<file path="src/rtl/mpse_pkg.sv">
// shared types and constants of the minimum projection signature engine
package mpse_pkg;

    localparam int CNT_W  = 7;
    localparam int VAL_W  = 32;
    localparam int COEF_W = 16;
    localparam int PROD_W = 48;
    localparam int SUM_W  = 54;
    localparam int MED_W  = 49;
    localparam int NM_W   = 56;
    localparam int SIG_W  = 64;
    localparam int CFG_W  = 7;

    localparam logic [1:0] CMD_LOAD  = 2'd0;
    localparam logic [1:0] CMD_TRAIN = 2'd1;
    localparam logic [1:0] CMD_QUERY = 2'd2;

    localparam logic [1:0] CFG_PLANES = 2'd0;
    localparam logic [1:0] CFG_DIMS   = 2'd1;
    localparam logic [1:0] CFG_MEDIAN = 2'd2;

    typedef struct packed {
        logic [1:0]              cmd;
        logic [2:0]              plane_index;
        logic [5:0]              dim_index;
        logic [5:0]              vector_index;
        logic signed [VAL_W-1:0] value;
        logic                    last;
    } in_item_t;

    typedef struct packed {
        logic [SIG_W-1:0] signature;
        logic [5:0]       vector_number;
        logic             is_query;
        logic             final_res;
    } out_item_t;

    typedef struct packed {
        logic                     en;
        logic [2:0]               plane;
        logic [5:0]               dim;
        logic signed [COEF_W-1:0] data;
    } coef_wr_t;

    typedef struct packed {
        logic             start;
        logic             use_median;
        logic [CNT_W-1:0] n;
    } eval_req_t;

endpackage

</file>
<file path="src/rtl/mpse_bit_eval.sv">
// two stage threshold test of one minimum against mean or median
module mpse_bit_eval (
    input  logic                               clk,
    input  logic                               rst_n,
    input  mpse_pkg::eval_req_t                req,
    input  logic signed [mpse_pkg::PROD_W-1:0] m,
    input  logic signed [mpse_pkg::SUM_W-1:0]  sum,
    input  logic signed [mpse_pkg::MED_W-1:0]  med,
    output logic                               done,
    output logic                               hit
);
    import mpse_pkg::*;

    logic                     s1_vld_reg, done_reg;
    logic signed [NM_W-1:0]   nm_reg;
    logic signed [MED_W-1:0]  m2_reg, med_reg;
    logic signed [SUM_W-1:0]  sum_reg;
    logic                     um_reg, hit_reg;

    always_ff @(posedge clk or negedge rst_n)
    begin
        if (!rst_n)
        begin
            s1_vld_reg <= 1'b0;
            done_reg   <= 1'b0;
        end
        else
        begin
            s1_vld_reg <= req.start;
            done_reg   <= s1_vld_reg;
        end
    end

    always_ff @(posedge clk)
    begin
        if (req.start)
        begin
            // n times min for the mean test, doubled min for the median test
            nm_reg  <= NM_W'($signed({1'b0, req.n})) * NM_W'(m);
            m2_reg  <= MED_W'(m) <<< 1;
            sum_reg <= sum;
            med_reg <= med;
            um_reg  <= req.use_median;
        end
        if (s1_vld_reg)
            hit_reg <= um_reg ? (m2_reg >= med_reg) : (nm_reg > NM_W'(sum_reg));
    end

    assign done = done_reg;
    assign hit  = hit_reg;

endmodule

</file>
<file path="config.mk">
export PLATFORM = sky130hd
export DESIGN_NAME = mpse_bit_eval
export DESIGN_NICKNAME = d
export VERILOG_FILES = /design/src/rtl/mpse_pkg.sv /design/src/rtl/mpse_bit_eval.sv
export SDC_FILE = /design/constraint.sdc
export NUM_CORES = 1
export LEC_CHECK = 0
export ABC_AREA = 0
export ABC_CLOCK_PERIOD_IN_PS = 2450
export BUFFER_PORTS_ARGS = -buffer_cell sky130_fd_sc_hd__buf_2
export CAP_MARGIN = 20
export CORE_MARGIN = 5
export CORE_UTILIZATION = 56
export DETAILED_ROUTE_END_ITERATION = 10
export PLACE_DENSITY = 0.82
export SKIP_LAST_GASP = 1
export SYNTH_ARGS = -nofsm -noshare
export SYNTH_HDL_FRONTEND = slang
export SYNTH_SLANG_ARGS = --single-unit
</file>
<file path="constraint.sdc">
create_clock -name clk -period 2.45 [get_ports clk]
set_clock_uncertainty 0.1 [all_clocks]
set_input_delay 0 -clock clk [delete_from_list [all_inputs] [get_ports clk]]
set_output_delay 0 -clock clk [all_outputs]
set_load 0.005 [all_outputs]
</file>
==> qor.yml <==
status: "complete, but fails checks"
violations: "negative setup slack"
synth.area.top_cells: "edfxtp_1, fa_1, ha_1, and2_1, inv_1"
drv_slew: 0
synthArstFlopShare: 0.00948
vdd_ir_drop_max_mv: 0.783
fin_setup_tns_ns: -85.57
die_w_um: 203
pre_cts_slack_ns: -2.77
worstSetupPathType: "input pin to register"
ys_types: 64
fin_ws_ns: -2.11
postSynthCellCount: 1992
avgViaCountPerCell: 5.61
cts-root-buf: "clkbuf_16"
worst_ep_required_time_ns: 2.64
track_usage: 0.292
synthTopCellsByCount: "inv_1, and2_1, fa_1"
drt-initial-drc-count: 1266
syn_nets: 2617
largest_reg_flops: 56
cts.path.max_buffers: 3
synthSimpleGateAreaFrac: 0.143
max_slew_margin: 0.520
synth_mux_area_frac: 0
place_area_mm2: 0.0251
ys_ff_latch: 211
p_per_area_mw_per_mm2: 1130
dpl.hpwl_mm: 42.3
synth_fa_ha_area_frac: 0.366
ys_seq_area_frac: 0.303
final_cell_area_mm2: 0.0295
cp_max_fo: 8
multi_input_area_mm2: 0.0144
core_mm2: 0.0367
yosysMostFrequentCell: "inv_1"
setup_violations: 52
fillers: 1984
yosysWarnings: 0
synth_xor_area_frac: 0.0214
hold_violations: 0
nNetsFinal: 3296
antenna_found_initial: 3
yosysTopAreaCellShare: 0.300
synth_compound_area_frac: 0.0817
cts_tree: "yes"
dieArea_mm2: 0.0413
grt_start_max_net_pins: 77
die_h_um: 203
first_pass_iters: 6
htreeDepth: 1
regArea_mm2: 0.00633
start_util: 0.569
min_period_ns: 4.56
arrival_ns: 4.74
clock_sinks: 211
drive_gt1_frac: 0.319
avgSynthCellArea_um2: 10.5
rsz0062_at_grt: "true"
synth_area_mm2: 0.0209
synth_top_area_cell: "edfxtp_1"
fin_crit_sh: 1.86
fmax_mhz: 219
num_vias: 17716
worst_pin_slew_ns: 0.720
drc: 0
synth-edff-count: 209
port_buffers: 163
clk_pin_slew_ns: 0.06
wl_mm: 64.7
final_util: 0.804
synth_top_family_by_area: "adder cells"
cap_violations: 0
gp_congestion: 0.891
rows: 70
grt_pass1_wl_mm: 97.2
cts_buffers: 24
start_kind: "input pin"
synthFlopType: "edfxtp_1"
area_growth_pct: 41.2
hold_ws_ns: 0.0739
ios: 164
grt_pass1_vias: 19715
p_leak_nw: 14.3
clock_latency_ns: 0.54
ant_nets: 0
end_kind: "register"
hp-class: "input pin to register"
wl_per_cell_um: 20.5
overflow: 0
==> layout make-up <==
class                           instances  area share
Antenna cell                            1   0.0000848
Tap cell                              468      0.0198
Clock inverter                         13     0.00645
Clock buffer                           31      0.0220
Timing Repair Buffer                  707       0.197
Inverter                              419      0.0534
Multi-Input combinational cell       1308       0.487
Sequential cell                       211       0.214
==> path summary, 6_finish.rpt <==
kind | startpoint | to | slack (ns) | depth (start not counted)
min in group asynchronous | rst_n | done$_DFF_PN0_ | 0.27 | 3
max reg2reg | sum_reg[1]$_DFFE_PP_ | hit$_DFFE_PP_ | -0.15 | 11
max in group asynchronous | rst_n | s1_vld_reg$_DFF_PN0_ | 1.82 | 3
min reg2reg | s1_vld_reg$_DFF_PN0_ | done$_DFF_PN0_ | 0.33 | 0
max | req[2] | nm_reg[54]$_DFFE_PP_ | -2.11 | 20
min | sum[39] | sum_reg[39]$_DFFE_PP_ | 0.07 | 2
==> critical path, cell delays in order <==
cell	delay [ns]
buf_16	0.14
buf_12	0.13
nand2_2	0.05
fa_1	0.56
inv_2	0.05
fa_1	0.49
fa_1	0.56
inv_1	0.08
fa_1	0.56
inv_2	0.05
ha_4	0.29
and3_4	0.19
nand4_1	0.15
nor4_2	0.37
o21ai_1	0.20
nand3_2	0.16
a31oi_4	0.13
o31ai_4	0.25
a41oi_2	0.17
xnor2_1	0.14
==> power breakdown <==
part | internal, W | switching, W | total (W) | leakage (nW)
registers | 0.00527 | 0.000304 | 0.00557 | 2.07
logic | 0.0118 | 0.0121 | 0.0239 | 11.8
clock network | 0.00239 | 0.00149 | 0.00388 | 0.402
==> kinds of logic after synthesis <==
group / Yosys count
AO/OA/AOI/OAI: 260
adder cells (fa/ha/maj): 463
AND/OR/NAND/NOR: 534
buffers and inverters: 473
flip-flops: 211
XOR/XNOR: 51
==> cells in the final DEF, fill, tap and decap left out, drive strengths merged, types with 3 or more instances in the layout <==
cell type,count
nand4,33
nor2,42
o211ai,6
ha,217
a21o,63
fa,246
inv,420
o21bai,7
and3,8
dlygate4sd3,157
nand3,16
a211oi,7
o31a,3
a31oi,10
xnor2,33
nor3,7
o21a,11
bufinv,5
a31o,3
edfxtp,209
xor2,18
and2,276
nand2b,7
a21oi,83
o31ai,5
nand4b,4
o221ai,3
clkbuf,35
and4,5
or3,3
buf,545
nor2b,14
clkinv,6
o21ai,44
nand2,106
nor4,7
==> timing repair <==
action                                  4_1_cts  5_1_grt
pin swaps                                   137       91
hold endpoints to repair                    157        0
gates cloned                                  5        2
hold buffers                                157        0
endpoints found under the setup margin       53       52
gates resized for setup                     202      108
buffers inserted                             40       27
==> per-layer routing <==
layer | vias to the layer above | GRT usage | wire length (um)
li1 | 7822 | - | -
met1 | 8681 | 0.315 | 21800
met2 | 828 | 0.557 | 34400
met3 | 379 | 0.0444 | 3550
met4 | 6 | 0.144 | 4990
met5 | - | 0 | 43
==> metrics by stage <==
step / std cells / power, W
2_1_floorplan: 1992 / 0.0169
3_3_place_gp: 2893 / 0.0233
3_5_place_dp: 2893 / 0.0239
4_1_cts: 3136 / 0.0308
5_1_grt: 3157 / 0.0354
6_report: 3158 / 0.0334
(Power assumes the default switching activity.)
